`config.mk`:
```
export PLATFORM = sky130hd
export DESIGN_NAME = tsl_sqrt
export DESIGN_NICKNAME = d
export VERILOG_FILES = /design/src/hw/rtl/tsl_pkg.sv /design/src/hw/rtl/tsl_sqrt.sv
export VERILOG_INCLUDE_DIRS = /design/src /design/src/hw/rtl
export SDC_FILE = /design/constraint.sdc
export NUM_CORES = 2
export LEC_CHECK = 0
export ABC_AREA = 0
export BUFFER_PORTS_ARGS = -buffer_cell sky130_fd_sc_hd__buf_2
export CORE_MARGIN = 2
export CORE_UTILIZATION = 50
export DETAILED_ROUTE_END_ITERATION = 8
export PLACE_DENSITY_LB_ADDON = 0.25
export SLEW_MARGIN = 20
export SYNTH_ARGS = -nofsm -noshare
export SYNTH_HDL_FRONTEND = slang
export SYNTH_SLANG_ARGS = --single-unit
```
`constraint.sdc`:
```
create_clock -name clk_i -period 3.9 [get_ports clk_i]
set_input_delay 0.78 -clock clk_i [delete_from_list [all_inputs] [get_ports clk_i]]
set_output_delay 0.78 -clock clk_i [all_outputs]
set_load 0.005 [all_outputs]
```
`src/hw/rtl/tsl_skin_pixel_classifier_macros.svh`:
```
// Assertion helpers for the skin pixel classifier.
`ifndef TSL_SKIN_PIXEL_CLASSIFIER_MACROS_SVH
`define TSL_SKIN_PIXEL_CLASSIFIER_MACROS_SVH
`ifndef SYNTHESIS
`define TSL_ASSERT(lbl, prop, msg) \
  lbl: assert property (@(posedge clk_i) disable iff (!rst_ni) (prop)) else $error(msg);
`define TSL_ASSERT_NEXT(lbl, ante, cons, msg) \
  lbl: assert property (@(posedge clk_i) disable iff (!rst_ni) (ante) |=> (cons)) else $error(msg);
`else
`define TSL_ASSERT(lbl, prop, msg)
`define TSL_ASSERT_NEXT(lbl, ante, cons, msg)
`endif
`endif

```
`src/hw/rtl/tsl_pkg.sv`:
```
package tsl_pkg;

  localparam int unsigned ChanW = 8;
  localparam int unsigned SumW  = 10;
  localparam int unsigned HueW  = 9;
  localparam int unsigned LimW  = 16;
  localparam int unsigned AngW  = 32;
  localparam int unsigned TW    = 19;
  localparam int unsigned RootW = 32;
  localparam int unsigned RadW  = 64;
  localparam int unsigned SqrtStages = 32;

  typedef enum logic [1:0] {
    CFG_HUE_LOW   = 2'd0,
    CFG_HUE_HIGH  = 2'd1,
    CFG_NEAR_ZERO = 2'd2
  } cfg_idx_e;

  typedef struct packed {
    logic zero;
    logic neg;
    logic nz;
  } ctag_t;

  function automatic logic [AngW-1:0] atan_turn(input int unsigned idx);
    logic [AngW-1:0] v;
    case (idx)
      0:  v = 32'h20000000;
      1:  v = 32'h12E4051E;
      2:  v = 32'h09FB385B;
      3:  v = 32'h051111D4;
      4:  v = 32'h028B0D43;
      5:  v = 32'h0145D7E1;
      6:  v = 32'h00A2F61E;
      7:  v = 32'h00517C55;
      8:  v = 32'h0028BE53;
      9:  v = 32'h00145F2F;
      10: v = 32'h000A2F98;
      11: v = 32'h000517CC;
      12: v = 32'h00028BE6;
      13: v = 32'h000145F3;
      14: v = 32'h0000A2FA;
      15: v = 32'h0000517D;
      16: v = 32'h000028BE;
      17: v = 32'h0000145F;
      18: v = 32'h00000A30;
      19: v = 32'h00000518;
      20: v = 32'h0000028C;
      21: v = 32'h00000146;
      22: v = 32'h000000A3;
      23: v = 32'h00000051;
      default: v = '0;
    endcase
    return v;
  endfunction

endpackage

```
`src/hw/rtl/tsl_sqrt.sv`:
```
`include "tsl_skin_pixel_classifier_macros.svh"
module tsl_sqrt import tsl_pkg::*; (
  input  logic             clk_i,
  input  logic             rst_ni,
  input  logic             valid_i,
  input  logic [RadW-1:0]  rad_i,
  output logic             valid_o,
  output logic [RootW-1:0] root_o
);

  localparam int unsigned RemW = RootW + 2;
  localparam int unsigned TW2  = RemW + 2;

  logic             vld_q  [SqrtStages];
  logic [RemW-1:0]  rem_q  [SqrtStages];
  logic [RootW-1:0] root_q [SqrtStages];
  logic [RadW-1:0]  rad_q  [SqrtStages-1];

  for (genvar s = 0; s < SqrtStages; s++) begin : g_st
    logic [RemW-1:0]  remin;
    logic [RootW-1:0] rootin;
    logic [RadW-1:0]  radin;
    logic [TW2-1:0]   tv, trial, dif;
    logic             vin, ge;

    if (s == 0) begin : g_first
      assign remin  = '0;
      assign rootin = '0;
      assign radin  = rad_i;
      assign vin    = valid_i;
    end else begin : g_next
      assign remin  = rem_q[s-1];
      assign rootin = root_q[s-1];
      assign radin  = rad_q[s-1];
      assign vin    = vld_q[s-1];
    end

    assign tv    = {remin, radin[RadW-1 -: 2]};
    assign trial = {2'b00, rootin, 2'b01};
    assign ge    = tv >= trial;
    assign dif   = tv - trial;

    always_ff @(posedge clk_i or negedge rst_ni) begin
      if (!rst_ni) begin
        vld_q[s] <= 1'b0;
      end else begin
        vld_q[s] <= vin;
      end
    end

    always_ff @(posedge clk_i) begin
      rem_q[s]  <= ge ? dif[RemW-1:0] : tv[RemW-1:0];
      root_q[s] <= {rootin[RootW-2:0], ge};
    end

    if (s < SqrtStages - 1) begin : g_rad
      always_ff @(posedge clk_i) begin
        rad_q[s] <= {radin[RadW-3:0], 2'b00};
      end
    end
  end

  assign valid_o = vld_q[SqrtStages-1];
  assign root_o  = root_q[SqrtStages-1];

  `TSL_ASSERT(sqrt_rem_bound, valid_o |-> (rem_q[SqrtStages-1] <= {1'b0, root_o, 1'b0}), "sqrt remainder too large")

endmodule

```
# ---- Yosys cells after proc, flatten, opt, wreduce, memory -nomap -nowiden
# Memories as Yosys holds them, arrays and structs flattened.
# Index checks and enable logic that the tools add are counted.
dict set report word_totals {
  regBits 32
  mem_bits_rw 4034
  inputBits 67
  out_inout_bits 33
  wordCells 131
  n_memories 3
}
dict set report classes {
  add_sub_neg 32
  order_cmp 32
  n_mux 32
}
# memory words width rd rd_clocked_by_memory_dff write_ports line
set memory_table {}
lappend memory_table {rad_q 31 62 31 0 31 tsl_sqrt.sv:17} ;# logic [RadW-1:0] rad_q [SqrtStages-1];
lappend memory_table {rem_q 32 34 31 0 32 tsl_sqrt.sv:15} ;# logic [RemW-1:0] rem_q [SqrtStages];
lappend memory_table {root_q 32 32 32 0 32 tsl_sqrt.sv:16} ;# logic [RootW-1:0] root_q [SqrtStages];
# cell n
set ops {}
lappend ops {{36-bit by 34-bit >= comparator with 1-bit output} 31}
lappend ops {{34-bit two-way mux} 32}
lappend ops {{34-bit subtractor} 31}
lappend ops {{2-bit by 1-bit subtractor with 3-bit output (second input constant)} 1}
lappend ops {{2-bit by 1-bit >= comparator with 1-bit output (second input constant)} 1}

# ---- Depth between registers and ports, before layout
# An unclocked memory read counts as a cell.
dict set report depth {
  depth_word 3
  ltp_mapped 14
  mapped_depth_nobuf 12
}

# ---- Worst setup path after synthesis
# OpenSTA, ideal clock, no wires.
dict set report synth_timing {
  path_kind {register to register}
  from {memory root_q[29][11] (netlist: root_q[1][427])}
  to {memory rem_q[1][504] in the netlist's numbering}
  setup_time_ps 121
  arrival_ps 3022
  required_ps 3779
  path_slack_ps 757
  stages_incl_launch_ff 14
  synth_period_minus_slack_ps 3143
  cell_sequence {dfxtp_1 > inv_1 > ha_1 > clkbuf_1 > a21o_1 > a21o_1 > a21o_1 > nor3b_1 > a21oi_1 > a31oi_1 > a31oi_1 > nor2_1 > clkbuf_1 > mux2_2}
}
# element line
set synth_lines {}
lappend synth_lines {{start, declared} tsl_sqrt.sv:16}
lappend synth_lines {{end, declared} tsl_sqrt.sv:15}

==> impl_metrics.ini <==
[timing]
grt_setup_unrepaired = false
worstMarginPinSlew_ns = 0.969
fin_crit_sh_pct = 93.0
fin_tns_setup_ns = 0
finalMaxSlewViolations = 0
fin_crit_ns = 3.63
max_slew_margin_pct = 33.8
setup_violations = 0
max_freq_mhz = 276
hold_violations = 0
finClkSkew_ns = 0.0560

[worst_setup_path]
crit_path_max_fanout = 4
path_cells = inv_1 > ha_1 > nor2b_1 > o21ai_0 > a21oi_1 > o311ai_0 > a31oi_1 > a21oi_1 > o21ai_0 > xnor2_1 > a21oi_1
slowest_stage = o311ai_0
rrSetupSlack_ns = 0.27
cpMostUsedCell = a21oi_1
end_kind = register
cp_slowest_stage_delay_ns = 0.61
r2r_start = root_q[1][320]$_DFF_P_
rr_worst_depth = 11
cp.depth = 11
startpoint_type = register
cp.arrival_ns = 4.41
worstReg2RegEnd = rem_q[1][400]$_DFF_P_
crit_required_ns = 4.68
path_class = register to register
crit_family = compound AO/OA/AOI/OAI gates
path_buf_inv = 1

[die]
ios = 100
fp.dieH_um = 437
dieArea_mm2 = 0.191
initial_core_util_pct = 50.4
die_w_um = 437
rows = 158
coreArea_mm2 = 0.186

[synthesis]
syn_nets = 9794
yosysTopAreaCellShare_pct = 53.9
yosysMostFrequentCell = dfxtp_1
synthesis.area_mm2 = 0.0937
seq_area_frac_synth_pct = 54.7
synthArstFlopShare_pct = 1.25
synthTopCellsByCount = dfxtp_1, inv_1, nand2_1
syn-instance-count = 9165
ys_top_cells_by_area = dfxtp_1, ha_1, xnor2_1
yosysTopAreaCell = dfxtp_1
synth-edff-count = 0
synthFlopType = dfxtp_1
synth-seq-cells = 2555
ys_types = 92
syn_area_per_cell_um2 = 10.2
ys_warn_count = 0

[power_and_ir_drop]
power_frac_seq_pct = 48.1
p_sw_share_pct = 27.6
ir_worst_vdd_v = 0.000452
p_leak_nw = 50.0
total_power_w = 0.0701
combPwrFrac_pct = 15.4
p_clk_share_pct = 36.5
intPower_w = 0.0508
power.density_mw_per_mm2 = 655
p_switching_w = 0.0193

[grt]
grt_start_max_net_pins = 51
grt_pass1_vias = 63500
grt_remaining_overflow = 0
use_met3_pct = 3.06
top_usage_layer = met2
antenna_found_initial = 0
grt_pass1_wl_mm = 329
grtUsageMet1_pct = 26.2
use_met2_pct = 36.2
grt_use_total_pct = 21.1

[place]
gp_congestion = 0.914
dp.cells = 11600
portBuffers = 99
dpl_cell_area_mm2 = 0.0973
dp_hpwl_mm = 154

[flow_run]
drv_cap = 0

[finish]
area_growth_pct = 14.1
diodes = 0
final_nets = 10100
fin_area_mm2 = 0.107
fillers = 15900
fin_util_pct = 57.6
layout.cells.non_filler = 12200
final_layout_size_suffix_gt1_share_pct = 7.95

[clock_network]
clock_latency_ns = 0.92
numCtsBuffers = 277
postCtsSetupBuffers = 0
clock-sinks = 2555
tritoncts = done
cts_buffer_depth = 4
cts-root-buf = clkbuf_16
cts_max_level = 5
clk_pin_slew_ns = 0.06

[routing]
wl_per_cell_um = 16.8
avgViaCountPerCell = 5.26
vias = 64000
final_antenna_net_count = 0
dr.pass1.iters = 7
drt_iter0_drc = 3893
wl_mm = 205
drc = 0

[hold_path]
hp-class = input port to register
worstHoldEndpoint = rem_q[0][0]$_DFF_P_
hold_depth = 2
hold_path_startpoint = rad_i[62]

[run_status]
status = finished clean
==> layer usage <==
| layer | vias to the layer above | routed length [um] |
|---|---|---|
| li1 | 32200 | - |
| met1 | 29900 | 89800 |
| met2 | 1499 | 97200 |
| met3 | 516 | 8740 |
| met4 | 0 | 9330 |
| met5 | - | 0 |
==> power groups by stage <==
| stage | clock (W) | combinational, W | sequential, W |
|---|---|---|---|
| after detailed placement | 0 | 0.0106 | 0.0343 |
| after CTS | 0.0263 | 0.0108 | 0.0338 |
| after global routing | 0.0274 | 0.0121 | 0.0342 |
| after global placement | 0 | 0.0105 | 0.0342 |
| after floorplan | 0 | 0.00839 | 0.0329 |
| final | 0.0256 | 0.0108 | 0.0338 |
==> cells by family after synthesis <==
logic type                 share of synthesized area, %
AOI/OAI and AO/OA                                  12.5
xor gates and xnor gates                           7.88
adders and majority gates                          7.50
buffers and inverters                              3.51
DFF                                                54.7
muxes                                              1.18
other                                           0.00400
and+or+nand+nor                                    12.7
==> registers in the layout, indices dropped and copies added, names as in the netlist <==
signal    count
g_st.vin     31
valid_o       1
rad_q       992
root_q      528
rem_q      1003
==> cells in the final DEF (no fill, tap or decap), drive strengths merged, types with 60 or more instances in the layout <==
| master | Yosys | routed |
|---|---|---|
| nand3 | 151 | 151 |
| buf | 20 | 157 |
| o21ai | 480 | 480 |
| nand4 | 95 | 95 |
| nor4 | 145 | 145 |
| o31ai | 72 | 72 |
| ha | 562 | 562 |
| o21a | 126 | 126 |
| or4 | 60 | 60 |
| inv | 705 | 713 |
| dlygate4sd3 | 0 | 64 |
| nand2b | 112 | 112 |
| nand2 | 586 | 586 |
| nor2 | 529 | 529 |
| mux2 | 91 | 91 |
| dfxtp | 2523 | 2523 |
| a21oi | 554 | 554 |
| and3 | 66 | 66 |
| a21o | 257 | 257 |
| clkbuf | 147 | 380 |
| xnor2 | 434 | 434 |
| nor3 | 216 | 216 |
| or3 | 88 | 88 |
| nor2b | 100 | 100 |
| xor2 | 409 | 409 |
==> timing repair <==
item | CTS | global route
hold buffers | 64 | 0
endpoints found under the setup margin | 0 | 1
hold endpoints to repair | 95 | 0
gates resized for setup | 0 | 1
==> final cells by class <==
cell class	count	area, um2	share of cell area (%)
repair buffers	221	1650	1.54
flip-flops and latches	2555	51300	48.0
inverters	706	2650	2.48
clock buffers	380	7930	7.41
clock inverters	96	1120	1.05
multi-input cells	5737	39200	36.7
well taps	2480	3100	2.90
==> metrics by stage <==
step	setup slack (ns)	hold slack (ns)
2_1_floorplan	0.757	0.310
3_3_place_gp	0.229	0.309
3_5_place_dp	0.260	0.312
4_1_cts	0.231	0.0167
5_1_grt	0.104	0.0696
6_report	0.272	0.0818
==> how the worst max path moves through the flow <==
stage | end | start
finish | rem_q[1][400]$_DFF_P_ | root_q[1][320]$_DFF_P_
CTS | rem_q[1][273]$_DFF_P_ | root_q[1][228]$_DFF_P_
global placement | rem_q[1][273]$_DFF_P_ | root_q[1][228]$_DFF_P_
floorplan | rem_q[1][504]$_DFF_P_ | root_q[1][427]$_DFF_P_
global route | rem_q[0][121]$_DFF_P_ | rem_q[0][92]$_DFF_P_
detailed placement | rem_q[1][273]$_DFF_P_ | root_q[1][228]$_DFF_P_
Note: power is estimated with default switching activity, not from simulation.
