## src/hw/rtl/tsl_skin_pixel_classifier_macros.svh

```systemverilog
// Assertion helpers for the skin pixel classifier.
`ifndef TSL_SKIN_PIXEL_CLASSIFIER_MACROS_SVH
`define TSL_SKIN_PIXEL_CLASSIFIER_MACROS_SVH
`ifndef SYNTHESIS
`define TSL_ASSERT(lbl, prop, msg) \
  lbl: assert property (@(posedge clk_i) disable iff (!rst_ni) (prop)) else $error(msg);
`define TSL_ASSERT_NEXT(lbl, ante, cons, msg) \
  lbl: assert property (@(posedge clk_i) disable iff (!rst_ni) (ante) |=> (cons)) else $error(msg);
`else
`define TSL_ASSERT(lbl, prop, msg)
`define TSL_ASSERT_NEXT(lbl, ante, cons, msg)
`endif
`endif

```

## src/hw/rtl/tsl_pkg.sv

```systemverilog
package tsl_pkg;

  localparam int unsigned ChanW = 8;
  localparam int unsigned SumW  = 10;
  localparam int unsigned HueW  = 9;
  localparam int unsigned LimW  = 16;
  localparam int unsigned AngW  = 32;
  localparam int unsigned TW    = 19;
  localparam int unsigned RootW = 32;
  localparam int unsigned RadW  = 64;
  localparam int unsigned SqrtStages = 32;

  typedef enum logic [1:0] {
    CFG_HUE_LOW   = 2'd0,
    CFG_HUE_HIGH  = 2'd1,
    CFG_NEAR_ZERO = 2'd2
  } cfg_idx_e;

  typedef struct packed {
    logic zero;
    logic neg;
    logic nz;
  } ctag_t;

  function automatic logic [AngW-1:0] atan_turn(input int unsigned idx);
    logic [AngW-1:0] v;
    case (idx)
      0:  v = 32'h20000000;
      1:  v = 32'h12E4051E;
      2:  v = 32'h09FB385B;
      3:  v = 32'h051111D4;
      4:  v = 32'h028B0D43;
      5:  v = 32'h0145D7E1;
      6:  v = 32'h00A2F61E;
      7:  v = 32'h00517C55;
      8:  v = 32'h0028BE53;
      9:  v = 32'h00145F2F;
      10: v = 32'h000A2F98;
      11: v = 32'h000517CC;
      12: v = 32'h00028BE6;
      13: v = 32'h000145F3;
      14: v = 32'h0000A2FA;
      15: v = 32'h0000517D;
      16: v = 32'h000028BE;
      17: v = 32'h0000145F;
      18: v = 32'h00000A30;
      19: v = 32'h00000518;
      20: v = 32'h0000028C;
      21: v = 32'h00000146;
      22: v = 32'h000000A3;
      23: v = 32'h00000051;
      default: v = '0;
    endcase
    return v;
  endfunction

endpackage

```

## src/hw/rtl/tsl_cordic.sv

```systemverilog
`include "tsl_skin_pixel_classifier_macros.svh"
module tsl_cordic import tsl_pkg::*; #(
  parameter int unsigned FracBits = 16,
  parameter int unsigned Stages   = 16
) (
  input  logic                       clk_i,
  input  logic                       rst_ni,
  input  logic                       valid_i,
  input  logic signed [FracBits+3:0] x_i,
  input  logic signed [FracBits+3:0] y_i,
  input  ctag_t                      tag_i,
  output logic                       valid_o,
  output logic signed [AngW-1:0]     z_o,
  output ctag_t                      tag_o
);

  localparam int unsigned CW = FracBits + 4;

  logic                   vld_q [Stages];
  logic signed [CW-1:0]   x_q   [Stages];
  logic signed [CW-1:0]   y_q   [Stages];
  logic signed [AngW-1:0] z_q   [Stages];
  ctag_t                  tag_q [Stages];

  for (genvar s = 0; s < Stages; s++) begin : g_st
    logic signed [CW-1:0]   xin, yin, xn, yn;
    logic signed [AngW-1:0] zin, zn;
    logic                   vin;
    ctag_t                  tin;

    if (s == 0) begin : g_first
      assign xin = x_i;
      assign yin = y_i;
      assign zin = '0;
      assign vin = valid_i;
      assign tin = tag_i;
    end else begin : g_next
      assign xin = x_q[s-1];
      assign yin = y_q[s-1];
      assign zin = z_q[s-1];
      assign vin = vld_q[s-1];
      assign tin = tag_q[s-1];
    end

    always_comb begin
      if (!yin[CW-1]) begin
        xn = xin + (yin >>> s);
        yn = yin - (xin >>> s);
        zn = zin + $signed(atan_turn(s));
      end else begin
        xn = xin - (yin >>> s);
        yn = yin + (xin >>> s);
        zn = zin - $signed(atan_turn(s));
      end
    end

    always_ff @(posedge clk_i or negedge rst_ni) begin
      if (!rst_ni) begin
        vld_q[s] <= 1'b0;
      end else begin
        vld_q[s] <= vin;
      end
    end

    always_ff @(posedge clk_i) begin
      x_q[s]   <= xn;
      z_q[s]   <= zn;
      tag_q[s] <= tin;
    end

    if (s < Stages - 1) begin : g_y
      always_ff @(posedge clk_i) begin
        y_q[s] <= yn;
      end
    end
  end

  assign valid_o = vld_q[Stages-1];
  assign z_o     = z_q[Stages-1];
  assign tag_o   = tag_q[Stages-1];

  `TSL_ASSERT(cordic_x_pos, valid_o |-> !x_q[Stages-1][CW-1], "cordic x went negative")

endmodule

```

## config.mk

```make
export PLATFORM = sky130hd
export DESIGN_NAME = tsl_cordic
export DESIGN_NICKNAME = d
export VERILOG_FILES = /design/src/hw/rtl/tsl_pkg.sv /design/src/hw/rtl/tsl_cordic.sv
export VERILOG_INCLUDE_DIRS = /design/src /design/src/hw/rtl
export SDC_FILE = /design/constraint.sdc
export NUM_CORES = 2
export LEC_CHECK = 0
export ABC_AREA = 1
export BUFFER_PORTS_ARGS = -buffer_cell sky130_fd_sc_hd__buf_4
export CORE_MARGIN = 8
export CORE_UTILIZATION = 50
export CTS_CLUSTER_DIAMETER = 80
export DETAILED_ROUTE_END_ITERATION = 16
export GPL_ROUTABILITY_DRIVEN = 0
export GPL_TIMING_DRIVEN = 0
export PLACE_DENSITY_LB_ADDON = 0.1
export SYNTH_ARGS = -nofsm -noshare
export SYNTH_HDL_FRONTEND = slang
export SYNTH_SLANG_ARGS = --single-unit
```

## constraint.sdc

```tcl
create_clock -name clk_i -period 4.4 [get_ports clk_i]
set_clock_uncertainty 0.1 [all_clocks]
set_input_delay 0.88 -clock clk_i [delete_from_list [all_inputs] [get_ports clk_i]]
set_output_delay 0.88 -clock clk_i [all_outputs]
set_load 0.01 [all_outputs]
```

# [Word-level counts from Yosys, hierarchy flattened]
# Memories as Yosys holds them, arrays and structs flattened.
# Index checks and enable logic that the tools add are counted.
[op_classes] addsub=91 n_mux=47
[ops] cell="two-way mux 20 bit" n=31
[ops] cell="two-way mux 32 bit" n=16
[ops] cell="adder 20 x 10 -> 20 bit" n=2
[ops] cell="adder 20 x 11 -> 20 bit" n=2
[ops] cell="adder 20 x 12 -> 20 bit" n=2
[ops] cell="adder 20 x 13 -> 20 bit" n=2
[ops] cell="adder 20 x 14 -> 20 bit" n=2
[ops] cell="adder 20 x 15 -> 20 bit" n=2
[ops] cell="adder 20 x 16 -> 20 bit" n=2
[ops] cell="adder 20 x 17 -> 20 bit" n=2
[ops] cell="adder 20 x 18 -> 20 bit" n=2
[ops] cell="adder 20 x 19 -> 20 bit" n=2
[ops] cell="adder 20 x 6 -> 20 bit" n=2
[ops] cell="adder 20 x 7 -> 20 bit" n=2
[ops] cell="adder 20 x 8 -> 20 bit" n=2
[ops] cell="adder 20 x 9 -> 20 bit" n=2
[ops] cell="subtractor 20 x 10 -> 20 bit" n=2
[ops] cell="subtractor 20 x 11 -> 20 bit" n=2
[ops] cell="subtractor 20 x 12 -> 20 bit" n=2
[ops] cell="subtractor 20 x 13 -> 20 bit" n=2
[ops] cell="subtractor 20 x 14 -> 20 bit" n=2
[ops] cell="subtractor 20 x 15 -> 20 bit" n=2
[ops] cell="subtractor 20 x 16 -> 20 bit" n=2
[ops] cell="subtractor 20 x 17 -> 20 bit" n=2
[ops] cell="40 further kinds" n=47
[totals] regBits=16 ram_bits=1200 memories=4
[mem_list] memory="z_q" depth=16 word_bits=32 rd=16 rd_ports_with_merged_regs=0 write_ports=16 line_no="tsl_cordic.sv:22" source="logic signed [AngW-1:0] z_q [Stages];"
[mem_list] memory="x_q" depth=16 word_bits=20 rd=15 rd_ports_with_merged_regs=0 write_ports=16 line_no="tsl_cordic.sv:20" source="logic signed [CW-1:0] x_q [Stages];"
[mem_list] memory="y_q" depth=16 word_bits=20 rd=15 rd_ports_with_merged_regs=0 write_ports=15 line_no="tsl_cordic.sv:21" source="logic signed [CW-1:0] y_q [Stages];"
[mem_list] memory="tag_q" depth=16 word_bits=3 rd=16 rd_ports_with_merged_regs=0 write_ports=16 line_no="tsl_cordic.sv:23" source="ctag_t tag_q [Stages];"

# [Logic depth before layout (Yosys ltp)]
# An unclocked memory read counts as a cell.
[depth] ltp_word=3 depth_mapped=20 mapped_depth_nobuf=20

# [Least setup slack after synthesis]
# No wires, ideal clock.
[synth_path] path_type="register -> register" from="memory y_q[11][19] in the netlist's numbering" to="memory y_q[12][16] in the netlist's numbering" setup_ps=112 t_arrival_ps=2945 required_time_ps=4188 setup_slack_ps=1243 path_stages_with_launch=16 synth_period_minus_slack_ps=3157 path_cell_list="dfxtp_1 -> buf_2 -> inv_1 -> buf_2 -> buf_1 -> nand2_1 -> o21ai_0 -> fa_1 -> nand3_1 -> nand2_1 -> a21boi_0 -> o21ai_1 -> nand2_1 -> nand2_1 -> nand2_1 -> nand2_1"
[synth_rtl] item="from (decl)" line_no="tsl_cordic.sv:21"

==> impl_metrics.prom <==
# TYPE chip_impl_metric gauge
chip_impl_metric{name="final.fill_count",unit=""} 16472
chip_impl_info{name="hp-class",value="input port to flop"} 1
chip_impl_metric{name="cts_post_setup_buffers_inserted",unit=""} 0
chip_impl_info{name="cell_type_with_the_largest_total_area_after_synthesis",value="dfxtp_1"} 1
chip_impl_metric{name="post_synth_inst_count",unit=""} 12566
chip_impl_metric{name="firstDrtPassIters",unit=""} 6
chip_impl_metric{name="design.core.area",unit="sq um"} 167200
chip_impl_metric{name="slew-limit-headroom",unit=""} 0.2423
chip_impl_metric{name="fraction_of_the_mapped_netlist_area_in_simple_logic_gates",unit=""} 0.2991
chip_impl_metric{name="ys_warn_count",unit=""} 0
chip_impl_metric{name="synth_adder_area_share",unit=""} 0.1596
chip_impl_metric{name="die_h",unit="microns"} 426.6
chip_impl_info{name="timing.critical_path.from",value="y_q[6][19]"} 1
chip_impl_metric{name="postRouteAntennaNets",unit=""} 0
chip_impl_metric{name="critical_path_peak_fanout",unit=""} 23
chip_impl_metric{name="vias_per_cell",unit=""} 5.446
chip_impl_metric{name="placement_rows",unit=""} 150
chip_impl_info{name="synth_flop_cell",value="dfxtp_1"} 1
chip_impl_metric{name="drc",unit=""} 0
chip_impl_metric{name="dp_hpwl",unit="microns"} 203100
chip_impl_metric{name="synth_edf_count",unit=""} 0
chip_impl_metric{name="final-setup-viol-count",unit=""} 0
chip_impl_metric{name="crit_arrival",unit="ns"} 4.62
chip_impl_metric{name="vias",unit=""} 82171
chip_impl_metric{name="maxCapViolCount",unit=""} 0
chip_impl_metric{name="grt-ovfl-total",unit=""} 0
chip_impl_metric{name="worst-slew-pin-transition",unit="ns"} 1.137
chip_impl_info{name="critical_path.startpoint_type",value="flop"} 1
chip_impl_metric{name="period_share",unit=""} 0.9201
chip_impl_metric{name="period_minus_slack",unit="ns"} 4.048
chip_impl_info{name="timing.critical_path.mode_cell",value="nand2_1"} 1
chip_impl_metric{name="grt_pass1_wl",unit="microns"} 392300
chip_impl_metric{name="dieArea",unit="sq um"} 182000
chip_impl_metric{name="clock_sink_count",unit=""} 1048
chip_impl_metric{name="synth.mux.area_fraction",unit=""} 0
chip_impl_metric{name="netlist_area",unit="sq um"} 84290
chip_impl_metric{name="setup_slack",unit="ns"} 0.3518
chip_impl_info{name="criticalPathCategory",value="flop to flop"} 1
chip_impl_metric{name="critPathMaxStageDelay",unit="ns"} 0.85
chip_impl_metric{name="drt-wirelength-per-cell",unit="microns"} 16.17
chip_impl_metric{name="ys_seq_elements",unit=""} 1048
chip_impl_metric{name="cts_made_buffers",unit=""} 132
chip_impl_metric{name="max_freq",unit="MHz"} 247.0
chip_impl_info{name="critPathTopFamily",value="buffers and inverters"} 1
chip_impl_metric{name="ioPinCount",unit=""} 82
chip_impl_info{name="yosys-top-cells-area",value="dfxtp_1 (25%), ha_1 (15%), nand2_1 (15%)"} 1
chip_impl_metric{name="synthToLayoutAreaGrowth",unit="%"} 9.527
chip_impl_info{name="unrepaired_setup_endpoints_after_global_routing",value="no"} 1
chip_impl_metric{name="grt_antenna_before_repair",unit=""} 2
chip_impl_metric{name="grt_max_degree",unit=""} 25
chip_impl_metric{name="first_iter_violations",unit=""} 6218
chip_impl_metric{name="clkTransAtPathRegs",unit="ns"} 0.06
chip_impl_info{name="crit_path_cell_trace",value="inv_1 -> clkdlybuf4s15_1 -> nand2_1 -> xnor2_1 -> inv_1 -> ha_1 -> a21oi_1 -> nand2_1 -> a21boi_0 -> o21ai_1 -> nand2_1 -> nand2_1 -> nand2_1 -> nand2_1"} 1
chip_impl_metric{name="post_route_cells_drive_above_1_share",unit=""} 0.03943
chip_impl_info{name="outcome",value="finished, final reports clean"} 1
chip_impl_metric{name="synth-async-reset-ratio",unit=""} 0.01527
chip_impl_metric{name="net_count_reported_at_finish",unit=""} 13879
chip_impl_metric{name="synthDominantCellAreaShare",unit=""} 0.2451
chip_impl_info{name="cell_at_the_root_of_the_clock_tree",value="clkbuf_16"} 1
chip_impl_metric{name="number_of_levels_in_the_clock_h_tree",unit=""} 4
chip_impl_info{name="worst_r2r_startpoint",value="y_q[6][19]"} 1
chip_impl_metric{name="groute.usage.overall",unit=""} 0.2587
chip_impl_info{name="synth_top_family_by_area",value="simple AND/OR/NAND/NOR gates"} 1
chip_impl_metric{name="worst_skew_pair.late_latency",unit="ns"} 0.80
chip_impl_metric{name="crit_required",unit="ns"} 4.97
chip_impl_metric{name="synth_sequential_area_ratio",unit=""} 0.2499
chip_impl_metric{name="preCtsSetupSlack",unit="ns"} 0.01536
chip_impl_metric{name="max_slew_violation_total_from_the_final_report",unit=""} 0
chip_impl_metric{name="die_outline_width",unit="microns"} 426.6
chip_impl_info{name="critical_path.endpoint_type",value="flop"} 1
chip_impl_metric{name="wirelength",unit="microns"} 243900
chip_impl_info{name="hold_start",value="tag_i[1]"} 1
chip_impl_metric{name="clockBufferDepth",unit=""} 3
chip_impl_metric{name="port-buffer-count",unit=""} 80
chip_impl_metric{name="initial_utilization",unit=""} 0.5040
chip_impl_metric{name="number_of_distinct_library_cells_after_synthesis",unit=""} 61
chip_impl_info{name="cts_tree",value="done"} 1
chip_impl_metric{name="final_hold_viol_count",unit=""} 0
chip_impl_metric{name="synth-xor-area-share",unit=""} 0.08874
chip_impl_metric{name="totalNegativeSetupSlack",unit="ns"} 0
chip_impl_info{name="critical_path.slowest_cell",value="clkdlybuf4s15_1"} 1
chip_impl_metric{name="syn-mean-instance-area",unit="sq um"} 6.708
chip_impl_metric{name="first_global_vias",unit=""} 77788
chip_impl_metric{name="cp.buffers_inverters",unit=""} 3
chip_impl_metric{name="compound_cell_area_share_of_the_yosys_netlist",unit=""} 0.1357
chip_impl_metric{name="synth_nets",unit=""} 13664
==> layout make-up <==
class | instances | area, sq um | share of cell area
clock inverters | 80 | 1066 | 0.01155
inverters | 1392 | 5225 | 0.05660
diodes | 1 | 2.502 | 0.00002711
well taps | 2204 | 2758 | 0.02987
plain buffers | 78 | 430.4 | 0.004662
clock buffers | 157 | 3568 | 0.03865
repair buffers | 81 | 610.6 | 0.006614
flip-flops and latches | 1048 | 21070 | 0.2282
multi-input cells | 10048 | 57590 | 0.6238
==> placed cells by master (no fill, tap or decap), types with 13 or more instances in the layout <==
cell and count:
a211oi_1 13, a21boi_0 50, a21boi_1 22, a21o_1 93, a21oi_1 1037, a31oi_1 25
and2_1 22, buf_2 25, buf_4 94, bufinv_16 15, clkbuf_1 32, clkbuf_16 133
clkbuf_8 15, clkinv_2 18, clkinvlp_4 14, dfrtp_1 16, dfxtp_1 1024, fa_1 39
ha_1 1013, inv_1 1375, nand2_1 3281, nand2_2 31, nand3_1 811, nand3b_1 60
nand4_1 133, nor2_1 1383, nor2_2 18, nor3_1 219, nor3_2 13, nor4_1 44
o211ai_1 14, o21a_1 31, o21ai_0 577, o21ai_1 79, o21ai_2 16, o21bai_1 85
xnor2_1 154, xor2_1 700
==> through the flow <==
step	utilization	std cells	hold WS, ns	cell area [sq um]
global route	0.5521	15088	0.06138	92320
detailed placement	0.5241	14850	0.2121	87650
CTS	0.5519	15088	0.04264	92290
global placement	0.5241	14850	0.2103	87650
floorplan	-	12566	0.2096	84290
finish	0.5521	15089	0.09693	92320
==> final timing paths <==
check / end / slack (ns) / cells past startpoint
min reg2reg: z_q[3][1] / 0.22 / 0
max in group asynchronous: g_st[6].vin / 3.63 / 2
min in group asynchronous: g_st[4].vin / 0.38 / 2
max reg2reg: x_q[0][156] / 0.35 / 14
min: tag_q[0][1] / 0.1 / 1
max: x_q[0][156] / 0.35 / 14
==> sequential cells by signal, summed over array words and instances, names as in the netlist <==
| name | count |
|---|---|
| g_st.vin | 15 |
| tag_q | 48 |
| valid_o | 1 |
| x_q | 265 |
| y_q | 281 |
| z_q | 438 |
==> metal layers <==
layer,global-route usage,vias to the layer above,share of wire
li1,-,41803,-
met1,0.3222,37117,0.43
met2,0.4451,2622,0.46
met3,0.03407,627,0.054
met4,0.1162,2,0.049
met5,0,-,0.000041
==> Yosys cell counts, drive strengths merged, types with 27 or more instances <==
library cell,n
o21a,32
buf,51
inv,1387
a21boi,73
ha,1013
a21oi,1044
nor2,1405
xor2,700
nand3,821
nor4,47
dfxtp,1032
xnor2,154
nand2,3315
o21ai,673
nand4,133
clkbuf,27
o21bai,86
fa,39
nor3,234
nand3b,61
a21o,93
==> worst register-to-register path: stages, from the launching register on <==
cell and delay [ns]:
dfxtp_2 0.72, inv_1 0.18, clkdlybuf4s15_1 0.85, nand2_1 0.30, xnor2_1 0.22, inv_1 0.08, ha_1 0.35, a21oi_1 0.21
nand2_1 0.12, a21boi_0 0.34, o21ai_1 0.17, nand2_1 0.11, nand2_1 0.05, nand2_1 0.06, nand2_1 0.06
==> cells by family after synthesis <==
kind of cell,Yosys count
and+or+nand+nor,6059
AOI/OAI and AO/OA,2082
buffers and inverters,1470
adders and majority gates,1052
DFF,1048
xor gates and xnor gates,854
other,1
==> timing repair <==
action | CTS | global route
setup endpoints to repair | 0 | 40
resized for setup | 0 | 13
hold buffers | 1 | 0
endpoints found under the hold margin | 16 | 0
Power is not shown: default switching activity piles up to over one toggle a cycle in this logic, so the estimate is an artifact.
