--- config.mk ---
export PLATFORM = sky130hd
export DESIGN_NAME = tsl_div
export DESIGN_NICKNAME = d
export VERILOG_FILES = /design/src/hw/rtl/tsl_pkg.sv /design/src/hw/rtl/tsl_div.sv
export VERILOG_INCLUDE_DIRS = /design/src /design/src/hw/rtl
export SDC_FILE = /design/constraint.sdc
export NUM_CORES = 1
export LEC_CHECK = 0
export BUFFER_PORTS_ARGS = -buffer_cell sky130_fd_sc_hd__buf_4
export CELL_PAD_IN_SITES_DETAIL_PLACEMENT = 1
export CELL_PAD_IN_SITES_GLOBAL_PLACEMENT = 2
export CORE_UTILIZATION = 46
export CTS_CLUSTER_DIAMETER = 50
export CTS_CLUSTER_SIZE = 24
export DETAILED_ROUTE_END_ITERATION = 10
export GPL_ROUTABILITY_DRIVEN = 0
export GPL_TIMING_DRIVEN = 0
export PLACE_DENSITY = 0.86
export SLEW_MARGIN = 15
export SYNTH_ARGS = -nofsm -noshare
export SYNTH_HDL_FRONTEND = slang
export SYNTH_SLANG_ARGS = --single-unit
--- constraint.sdc ---
create_clock -name clk_i -period 5.7 [get_ports clk_i]
set_input_delay 0.855 -clock clk_i [delete_from_list [all_inputs] [get_ports clk_i]]
set_output_delay 0.855 -clock clk_i [all_outputs]
set_load 0.01 [all_outputs]
--- src/hw/rtl/tsl_skin_pixel_classifier_macros.svh ---
// Assertion helpers for the skin pixel classifier.
`ifndef TSL_SKIN_PIXEL_CLASSIFIER_MACROS_SVH
`define TSL_SKIN_PIXEL_CLASSIFIER_MACROS_SVH
`ifndef SYNTHESIS
`define TSL_ASSERT(lbl, prop, msg) \
  lbl: assert property (@(posedge clk_i) disable iff (!rst_ni) (prop)) else $error(msg);
`define TSL_ASSERT_NEXT(lbl, ante, cons, msg) \
  lbl: assert property (@(posedge clk_i) disable iff (!rst_ni) (ante) |=> (cons)) else $error(msg);
`else
`define TSL_ASSERT(lbl, prop, msg)
`define TSL_ASSERT_NEXT(lbl, ante, cons, msg)
`endif
`endif

--- src/hw/rtl/tsl_pkg.sv ---
package tsl_pkg;

  localparam int unsigned ChanW = 8;
  localparam int unsigned SumW  = 10;
  localparam int unsigned HueW  = 9;
  localparam int unsigned LimW  = 16;
  localparam int unsigned AngW  = 32;
  localparam int unsigned TW    = 19;
  localparam int unsigned RootW = 32;
  localparam int unsigned RadW  = 64;
  localparam int unsigned SqrtStages = 32;

  typedef enum logic [1:0] {
    CFG_HUE_LOW   = 2'd0,
    CFG_HUE_HIGH  = 2'd1,
    CFG_NEAR_ZERO = 2'd2
  } cfg_idx_e;

  typedef struct packed {
    logic zero;
    logic neg;
    logic nz;
  } ctag_t;

  function automatic logic [AngW-1:0] atan_turn(input int unsigned idx);
    logic [AngW-1:0] v;
    case (idx)
      0:  v = 32'h20000000;
      1:  v = 32'h12E4051E;
      2:  v = 32'h09FB385B;
      3:  v = 32'h051111D4;
      4:  v = 32'h028B0D43;
      5:  v = 32'h0145D7E1;
      6:  v = 32'h00A2F61E;
      7:  v = 32'h00517C55;
      8:  v = 32'h0028BE53;
      9:  v = 32'h00145F2F;
      10: v = 32'h000A2F98;
      11: v = 32'h000517CC;
      12: v = 32'h00028BE6;
      13: v = 32'h000145F3;
      14: v = 32'h0000A2FA;
      15: v = 32'h0000517D;
      16: v = 32'h000028BE;
      17: v = 32'h0000145F;
      18: v = 32'h00000A30;
      19: v = 32'h00000518;
      20: v = 32'h0000028C;
      21: v = 32'h00000146;
      22: v = 32'h000000A3;
      23: v = 32'h00000051;
      default: v = '0;
    endcase
    return v;
  endfunction

endpackage

--- src/hw/rtl/tsl_div.sv ---
`include "tsl_skin_pixel_classifier_macros.svh"
module tsl_div import tsl_pkg::*; #(
  parameter int unsigned FracBits = 16
) (
  input  logic                clk_i,
  input  logic                rst_ni,
  input  logic                valid_i,
  input  logic [ChanW-1:0]    num_a_i,
  input  logic [ChanW-1:0]    num_b_i,
  input  logic [SumW-1:0]     den_i,
  input  logic                zero_i,
  output logic                valid_o,
  output logic [FracBits:0]   quo_a_o,
  output logic [FracBits:0]   quo_b_o,
  output logic                zero_o
);

  localparam int unsigned Stages = FracBits + 1;

  logic                vld_q   [Stages];
  logic                zero_q  [Stages];
  logic [SumW-1:0]     den_q   [Stages];
  logic [SumW-1:0]     rem_a_q [Stages];
  logic [SumW-1:0]     rem_b_q [Stages];
  logic [FracBits:0]   quo_a_q [Stages];
  logic [FracBits:0]   quo_b_q [Stages];

  for (genvar s = 0; s < Stages; s++) begin : g_st
    logic [SumW:0]     par_a, par_b, dif_a, dif_b;
    logic [SumW-1:0]   den_in;
    logic [FracBits:0] qa_in, qb_in;
    logic              vin, zin, ba, bb;

    if (s == 0) begin : g_first
      assign par_a  = (SumW+1)'(num_a_i);
      assign par_b  = (SumW+1)'(num_b_i);
      assign den_in = den_i;
      assign qa_in  = '0;
      assign qb_in  = '0;
      assign vin    = valid_i;
      assign zin    = zero_i;
    end else begin : g_next
      assign par_a  = {rem_a_q[s-1], 1'b0};
      assign par_b  = {rem_b_q[s-1], 1'b0};
      assign den_in = den_q[s-1];
      assign qa_in  = quo_a_q[s-1];
      assign qb_in  = quo_b_q[s-1];
      assign vin    = vld_q[s-1];
      assign zin    = zero_q[s-1];
    end

    assign ba    = par_a >= {1'b0, den_in};
    assign bb    = par_b >= {1'b0, den_in};
    assign dif_a = par_a - {1'b0, den_in};
    assign dif_b = par_b - {1'b0, den_in};

    always_ff @(posedge clk_i or negedge rst_ni) begin
      if (!rst_ni) begin
        vld_q[s] <= 1'b0;
      end else begin
        vld_q[s] <= vin;
      end
    end

    always_ff @(posedge clk_i) begin
      den_q[s]   <= den_in;
      zero_q[s]  <= zin;
      rem_a_q[s] <= ba ? dif_a[SumW-1:0] : par_a[SumW-1:0];
      rem_b_q[s] <= bb ? dif_b[SumW-1:0] : par_b[SumW-1:0];
      quo_a_q[s] <= {qa_in[FracBits-1:0], ba};
      quo_b_q[s] <= {qb_in[FracBits-1:0], bb};
    end
  end

  assign valid_o = vld_q[Stages-1];
  assign quo_a_o = quo_a_q[Stages-1];
  assign quo_b_o = quo_b_q[Stages-1];
  assign zero_o  = zero_q[Stages-1];

  `TSL_ASSERT(div_rem_a, (valid_o && !zero_o) |-> (rem_a_q[Stages-1] < den_q[Stages-1]), "div remainder out of range")

endmodule

After elaboration in Yosys (flattened, before gate mapping). Memories as Yosys holds them, arrays and structs flattened. Index checks and enable logic that the tools add are counted.

Logic and storage cells: 125. Memory bits (writable): 1105. Output and inout bits: 36. Flip-flop bits (word level): 17. Bits of input ports: 30. ROM bits: 0. Bits in latches: 0. Memories: 6.

Multipliers: 0. Div/mod/pow operators: 0. Bitwise operators: 0. Add/subtract/negate cells: 34. Shifts and indexed selects: 0. Muxes and demuxes: 34. Order comparisons: 34. Equal/unequal tests: 0. Reduce and logical (&&, ||, !) cells: 0.

Memories: quo_a_q (depth 17, bits a word 17, read ports 17, clocked after memory_dff 0, write ports 17, RTL line tsl_div.sv:25) `logic [FracBits:0] quo_a_q [Stages];`; quo_b_q (depth 17, bits a word 17, read ports 17, clocked after memory_dff 0, write ports 17, RTL line tsl_div.sv:26) `logic [FracBits:0] quo_b_q [Stages];`; den_q (depth 17, bits a word 10, read ports 16, clocked after memory_dff 0, write ports 17, RTL line tsl_div.sv:22) `logic [SumW-1:0] den_q [Stages];`; rem_a_q (depth 17, bits a word 10, read ports 16, clocked after memory_dff 0, write ports 17, RTL line tsl_div.sv:23) `logic [SumW-1:0] rem_a_q [Stages];`; rem_b_q (depth 17, bits a word 10, read ports 16, clocked after memory_dff 0, write ports 17, RTL line tsl_div.sv:24) `logic [SumW-1:0] rem_b_q [Stages];`; zero_q (depth 17, bits a word 1, read ports 17, clocked after memory_dff 0, write ports 17, RTL line tsl_div.sv:21) `logic zero_q [Stages];`.

Operators by type and width (count): 11-bit by 10-bit >= comparator with 1-bit output (32); 10-bit 2-to-1 mux (34); 10-bit subtractor (32); 8-bit by 10-bit >= comparator with 1-bit output (2); 8-bit by 10-bit subtractor with 10-bit output (2).

Longest topological paths before layout. Gate-level depths: netlist of the first run. An unclocked memory read counts as a cell.

Depth in word-level cells: 3. Mapped depth: 10. Gate-level depth less buffers: 9.

Worst setup path after synthesis of the first run. No wires, ideal clock.

Path kind: in2reg. Start point: input port num_a_i[0]. End point: memory rem_a_q[0][1]. Path buffers: 0. Setup slack: 3040 ps. Required time: 5579 ps. Stages: 8. Arrival: 2539 ps. Setup time: 121 ps. Cell sequence: inv_1 ha_1 inv_1 fa_1 a21o_1 a21o_1 o311ai_4 mux2_2.

RTL lines: start: declaration (RTL line tsl_div.sv:8) `input logic [ChanW-1:0] num_a_i,`; end: declaration (RTL line tsl_div.sv:23).

==> run_results.csv, run 1 <==
group,metric,value,unit
setup_path,timing.critical_path.fanout_max,9,
cts,ctsLongestPathBuffers,3,
grt,number_of_antenna_violations_at_the_first_check_in_global_routing,1,
yosys,mappedNetlistArea,35400,um^2
floorplan,top_level_ports,66,
cts,cts.clk_slew.worst_paths,0.08,ns
sta,final.period_utilization,46.37,%
setup_path,r2r_slack,3.06,ns
sta,setup_viol,0,
cts,clock_insertion_delay_worst_skew,0.66,ns
setup_path,worstPathRequired,6.25,ns
pwr,p_leak,17.30,nW
setup_path,worstPathArrival,3.19,ns
setup_path,worst_setup_path_end_kind,"flip-flop",
route,drt_wl_total,87820,um
grt,first_pass_grt_wire_length,141400,um
run_status,status,"finished clean",
sta,final.setup_skew,0.03204,ns
cts,cts.htree.levels,3,
cts,cts.sinks,820,
finish,drive_above_1_share,16.34,%
grt,globalRouteTotalUtil,22.50,%
setup_path,r2r_start,"den_q[0][25]",
pwr,power_switching,9.856,mW
worst_hold_path,hold_class,"input pin to async pin",
yosys,ys_top_cells_by_count,"dfxtp_1, ha_1, mux2_2",
flow_run,max_capacitance_violation_count,0,
route,vias_per_cell,5.479,
pwr,share_clk_of_total_power,22.9,%
cts,cts_resized,0,
pwr,share_comb_of_total_power,42.8,%
grt,grt_start_max_net_pins,25,
floorplan,fp.dieArea,78060,um^2
sta,worst_slew_margin_rel,42.08,%
cts,cts-buffers-inserted,84,
placed_design,io_buffers,65,
sta,max_freq,0.3783,GHz
yosys,synth_area_per_cell,11.00,um^2
yosys,yosys.area.top_type_share,45.42,%
sta,rsz0062_at_grt,"false",
yosys,synth_top_cell_by_area,"dfxtp_1",
yosys,synthDistinctLibCells,64,
yosys,synth_flop_cell,"dfxtp_1",
pwr,power-per-cell-area,646.5,nW/um^2
placed_design,placement.setup.worst_slack,2.459,ns
sta,finalHoldWorstSlack,0.04975,ns
grt,grt_remaining_overflow,0,
setup_path,timing.critical_path.slowest_stage_cell,"o21ai_2",
yosys,synth_area_leaders,"dfxtp_1, ha_1, mux2_2, a21oi_1, a211oi_1",
finish,final_area,40310,um^2
yosys,synth_most_common_cell,"dfxtp_1",
route,num_vias,24485,
yosys,synth-seq-area-share,46.62,%
yosys,synthArstFlopShare,2.073,%
setup_path,timing.critical_path.from_type,"flip-flop",
finish,n_fill_cell,8098,
floorplan,floorplan.initialDensity,46.53,%
setup_path,crit_path_max_incr_delay,0.52,ns
placed_design,total_placed_instance_area,37170,um^2
floorplan,core_region_area,76080,um^2
floorplan,row_count,101,
yosys,syn-instance-count,3217,
setup_path,worst_r2r_endpoint,"rem_b_q[0][38]",
cts,cts.repair_timing.setup_buffer_count,0,
route,wl_per_cell,19.65,um
setup_path,critPathKind,"flip-flop to flip-flop",
setup_path,r2r.worst_path.cells,7,
setup_path,worstPathBufferInverterCount,1,
cts,tritoncts,"yes",
route,drt_pass1_iterations,5,
finish,final_nets,3764,
cts,ctsHoldBuffers,0,
floorplan,chipHeight,279.4,um
yosys,synth_enable_flop_cells,0,
sta,transition_at_the_pin_with_the_smallest_max_transition_slack,0.8579,ns
yosys,synth_seq_cells,820,
sta,timing_max_transition_violations_final,0,
pwr,vdd.ir_drop.worst,0.3178,mV
floorplan,chipWidth,279.4,um
finish,post-route-util,52.99,%
grt,grt_pass1_vias,26277,
pwr,internal-power,16.21,mW
setup_path,timing.critical_path.cells,"inv_1, ha_1, nand2_1, o21ai_0, o31ai_2, o21ai_2, mux2_2",
setup_path,path_delay_family,"compound AO/OA/AOI/OAI gates",
sta,sum_of_negative_setup_slack,0,ns
cts,root_buffer,"clkbuf_16",
sta,timing.final.hold_violations,0,
route,drc,0,
pwr,power.sequential.fraction,34.3,%
route,postRouteAntennaNets,0,
pwr,power.share.switching,37.82,%
yosys,yosysWarningCount,0,
route,drt_iter0_drc,1003,
sta,min_period,2.643,ns
yosys,synth_nets,3613,
placed_design,place.detailed.hpwl,67230,um
sta,postLayoutSetupSlackWorst,3.057,ns
finish,area.growth.synth_to_final,13.90,%
finish,antenna_cells_inserted,0,
==> stage by stage <==
| step | total power, mW | std cells |
|---|---|---|
| 2_1_floorplan | 17.14 | 3217 |
| 3_3_place_gp | 19.59 | 4312 |
| 3_5_place_dp | 20.05 | 4312 |
| 4_1_cts | 26.30 | 4469 |
| 5_1_grt | 27.82 | 4469 |
| 6_report | 26.06 | 4469 |
==> routing by layer <==
metal  vias up  GRT usage, %  wire length (um)
li1      12036             -                 -
met1     12006         28.30             39560
met2       309         40.12             43840
met3       134         2.719              2423
met4         0         6.754              1997
met5         -             0                 0
==> worst max-delay path by stage <==
stage | slack, ns | startpoint | endpoint | cells after the start
after CTS | 3.09 | den_q[0][25] | rem_b_q[0][38] | 7
after global routing | 2.97 | den_q[0][25] | rem_b_q[0][38] | 7
after global placement | 2.56 | num_a_i[0] | rem_a_q[0][2] | 10
after floorplan | 3.04 | num_a_i[0] | rem_a_q[0][1] | 8
after detailed placement | 2.46 | num_a_i[0] | rem_a_q[0][0] | 11
final | 3.06 | den_q[0][25] | rem_b_q[0][38] | 7
==> power by group through the flow <==
stage / Sequential (mW) / Combinational [mW] / Clock [mW]
6_report: 8.93 / 11.2 / 5.98
3_3_place_gp: 9.01 / 10.6 / 0
3_5_place_dp: 9.05 / 11.0 / 0
2_1_floorplan: 8.56 / 8.57 / 0
4_1_cts: 8.97 / 11.2 / 6.14
5_1_grt: 9.13 / 12.3 / 6.38
==> placed cells by master (no fill, tap or decap), types with 47 or more instances in the layout <==
master | netlist | final
dfxtp_1 | 803 | 803
ha_1 | 334 | 334
mux2_2 | 221 | 221
inv_1 | 202 | 202
nor2_1 | 179 | 179
a21oi_1 | 171 | 171
o21ai_0 | 136 | 136
a211oi_1 | 104 | 104
xnor2_1 | 88 | 88
clkbuf_16 | 0 | 85
nand2_1 | 79 | 79
o21a_1 | 68 | 68
buf_4 | 0 | 65
nor2b_1 | 63 | 63
nand3_1 | 61 | 61
nor3_1 | 53 | 53
nand2b_1 | 47 | 47
==> logic make-up (layout without fill, tap and decap cells) <==
logic type | Yosys count | after routing | share of synthesized area [%]
AOI/OAI and AO/OA | 818 | 818 | 16.91
xor gates and xnor gates | 120 | 120 | 2.969
adders and majority gates | 366 | 366 | 13.62
buffers and inverters | 204 | 426 | 2.170
DFF | 820 | 820 | 46.62
muxes | 242 | 242 | 7.625
and+or+nand+nor | 647 | 647 | 10.09
==> flip-flops by register name (all words and copies together) (netlist names) <==
register  cells
valid_o       1
quo_a_q     153
rem_a_q     160
den_q       160
zero_q       17
quo_b_q     153
g_st.vin     16
rem_b_q     160
==> worst reg2reg max path: stages, from the launching register on <==
cell,delay (ns)
dfxtp_1,0.37
inv_1,0.10
ha_1,0.42
nand2_1,0.14
o21ai_0,0.37
o31ai_2,0.19
o21ai_2,0.52
mux2_2,0.43
==> layout make-up <==
class	count	area (um^2)	share of cell area (%)
Sequential cell	820	16500	40.93
Tap cell	1030	1289	3.197
Clock inverter	70	997.2	2.474
Clock buffer	87	2145	5.320
Inverter	202	758.2	1.881
Timing Repair Buffer	65	488.0	1.210
Buffer	2	10.01	0.02483
Multi-Input combinational cell	2193	18130	44.96
(Power assumes the default switching activity.)
==> inputs of run 2 (changes only) <==
--- a/config.mk
+++ b/config.mk
@@ -9,13 +9,13 @@
 export BUFFER_PORTS_ARGS = -buffer_cell sky130_fd_sc_hd__buf_4
 export CELL_PAD_IN_SITES_DETAIL_PLACEMENT = 1
 export CELL_PAD_IN_SITES_GLOBAL_PLACEMENT = 2
-export CORE_UTILIZATION = 46
+export CORE_UTILIZATION = 43
 export CTS_CLUSTER_DIAMETER = 50
 export CTS_CLUSTER_SIZE = 24
 export DETAILED_ROUTE_END_ITERATION = 10
 export GPL_ROUTABILITY_DRIVEN = 0
 export GPL_TIMING_DRIVEN = 0
-export PLACE_DENSITY = 0.86
+export PLACE_DENSITY = 0.81
 export SLEW_MARGIN = 15
 export SYNTH_ARGS = -nofsm -noshare
 export SYNTH_HDL_FRONTEND = slang
==> constraint.sdc (replaced) <==
create_clock -name clk_i -period 2.6 [get_ports clk_i]
set_input_delay 0.39 -clock clk_i [delete_from_list [all_inputs] [get_ports clk_i]]
set_output_delay 0.39 -clock clk_i [all_outputs]
set_load 0.01 [all_outputs]
==> run 2 against run 1 <==
Clock power is 130% higher; routed wire length increased by 0.59%; power is 120% higher; global-route usage down 1.2 points; clock skew is 0.018 ns higher; design area increased by 1.4%; final cell count rose by 1.6%; die area is 6.9% higher; worst hold slack got worse by 0.030 ns; sequential share of layout area is 0.58 points lower; critical endpoint is now rem_a_q[0][1].
==> run_results.csv, run 2 (synthesis results as in run 1) <==
group,metric,value,unit
route,drc,0,
sta,max_freq,0.3911,GHz
floorplan,row_count,104,
setup_path,r2r_start,"den_q[0][61]",
worst_hold_path,hold_class,"input pin to flip-flop",
setup_path,timing.critical_path.slowest_stage_cell,"dlygate4sd3_1",
setup_path,worstPathArrival,3.07,ns
finish,final_cell_mix,"dfxtp_1, ha_1, mux2_2",
sta,rsz0062_at_grt,"true",
setup_path,crit_path_max_incr_delay,0.55,ns
setup_path,worst_setup_path_end_kind,"flip-flop",
sta,setup_viol,0,
grt,groute.layer.met3.usage,2.890,%
finish,multi_input_area,18240,um^2
route,drt_pass1_iterations,5,
sta,sum_of_negative_setup_slack,0,ns
route,vias_per_cell,5.424,
setup_path,timing.critical_path.fanout_max,4,
pwr,power_switching,21.70,mW
pwr,share_clk_of_total_power,23.5,%
setup_path,timing.critical_path.from_type,"input pin",
setup_path,path_delay_family,"buffers and inverters",
cts,clock_insertion_delay_worst_skew,0.66,ns
placed_design,place.detailed.hpwl,67400,um
sta,postLayoutSetupSlackWorst,0.04288,ns
setup_path,critPathKind,"input pin to flip-flop",
worst_hold_path,min_from,"num_b_i[3]",
floorplan,top_level_ports,66,
cts,tritoncts,"yes",
route,drt_iter0_drc,1094,
cts,cts.htree.levels,3,
route,drt_wl_total,88340,um
cts,cts.clk_slew.worst_paths,0.06,ns
finish,area.growth.synth_to_final,15.54,%
floorplan,floorplan.initialDensity,43.73,%
grt,met2_usage_grt,36.94,%
pwr,share_comb_of_total_power,42.8,%
placed_design,placement.setup.worst_slack,-0.1601,ns
setup_path,timing.critical_path.cells,"dlygate4sd3_1, buf_4, ha_1, inv_1, fa_1, a21o_1, a21o_1, o311ai_4, buf_4, mux2_2",
cts,cts-buffers-inserted,91,
finish,n_fill_cell,8605,
finish,drive_above_1_share,16.60,%
sta,final.period_utilization,98.35,%
cts,root_buffer,"clkbuf_16",
sta,final.setup_skew,0.04963,ns
pwr,power-per-cell-area,1419,nW/um^2
floorplan,core_region_area,80940,um^2
pwr,internal-power,36.32,mW
sta,timing_max_transition_violations_final,0,
floorplan,fp.dieArea,83470,um^2
run_status,status,"finished clean",
pwr,p_leak,17.53,nW
grt,grt_start_max_net_pins,25,
grt,grt_busiest_layer,"met2",
setup_path,worstPathRequired,3.12,ns
cts,ctsLongestPathBuffers,3,
grt,globalRouteTotalUtil,21.27,%
route,postRouteAntennaNets,0,
grt,number_of_antenna_violations_at_the_first_check_in_global_routing,0,
route,num_vias,24638,
pwr,power.sequential.fraction,33.7,%
finish,final_nets,3801,
floorplan,chipWidth,288.9,um
flow_run,max_capacitance_violation_count,0,
grt,grt_remaining_overflow,0,
floorplan,chipHeight,288.9,um
pwr,power.share.switching,37.40,%
grt,grt_pass1_vias,26334,
sta,worst_slew_margin_rel,44.73,%
pwr,vdd.ir_drop.worst,0.8471,mV
sta,min_period,2.557,ns
grt,first_pass_grt_wire_length,141500,um
sta,timing.final.hold_violations,0,
setup_path,worstPathBufferInverterCount,4,
finish,layout_commonest_cell,"dfxtp_1",
cts,cts.sinks,820,
route,wl_per_cell,19.45,um
finish,reg.largest.list,"den_q: 160 flops, rem_a_q: 160 flops, rem_b_q: 160 flops",
setup_path,timing.critical_path.from,"den_i[0]",
grt,met1_usage,27.31,%
sta,transition_at_the_pin_with_the_smallest_max_transition_slack,0.8186,ns
finish,seqCellArea,16500,um^2
placed_design,io_buffers,65,
run 2: worst min-delay path, delay by kind of cell:
kind / cells / cell delay [ns]
compound gates: 1 / 0.09
simple gates: 1 / 0.04
buf+inv: 1 / 0.08
run 2: layout make-up:
class                      count  share of cell area [%]
buffer                         2                 0.03060
tap                         1060                   3.243
clock inverter                70                   2.218
antenna                        1                0.006119
clock buffer                  99                   5.822
timing repair buffer          94                   1.879
inverter                     202                   1.854
sequential                   820                   40.35
multi-input combinational   2194                   44.60
run 2: power by group through the flow:
stage          combinational (mW)  sequential, mW  clock [mW]
6_report                     24.8            19.6        13.6
5_1_grt                      27.5            20.0        14.5
4_1_cts                      24.7            19.6        14.0
3_5_place_dp                 24.3            19.8           0
3_3_place_gp                 23.4            19.8           0
2_1_floorplan                18.8            18.8           0
run 2: final timing paths:
path / slack (ns) / endpoint / cells after the start
min in group asynchronous: 0.12 / g_st[3].vin / 2
max reg2reg: 0.09 / rem_b_q[0][71] / 7
max: 0.04 / rem_a_q[0][1] / 10
min: 0.02 / rem_b_q[0][3] / 3
max in group asynchronous: 2.26 / g_st[2].vin / 2
min reg2reg: 0.29 / quo_b_q[11][1] / 0
run 2: what timing repair did:
action / CTS / global route
resized for setup: 1 / 14
pin swaps: 0 / 3
endpoints found under the hold margin: 41 / 0
hold buffers: 25 / 0
endpoints found under the setup margin: 7 / 79
buffers inserted: 0 / 4
gates cloned: 0 / 1
run 2: stage by stage:
stage               area (um^2)  hold slack (ns)  std cells  util (%)  total power [mW]
CTS                       40760         0.001468       4536     50.36             58.34
global route              40890          0.02005       4541     50.52             62.01
finish                    40900          0.01950       4542     50.53             58.02
global placement          37210           0.2494       4342     45.97             43.19
detailed placement        37210           0.2629       4342     45.97             44.12
floorplan                 35400          0.09441       3217         -             37.57
run 2: layer usage:
layer	vias up	wire, um
li1	12128	-
met1	12062	41200
met2	283	42690
met3	165	2101
met4	0	2347
met5	-	0
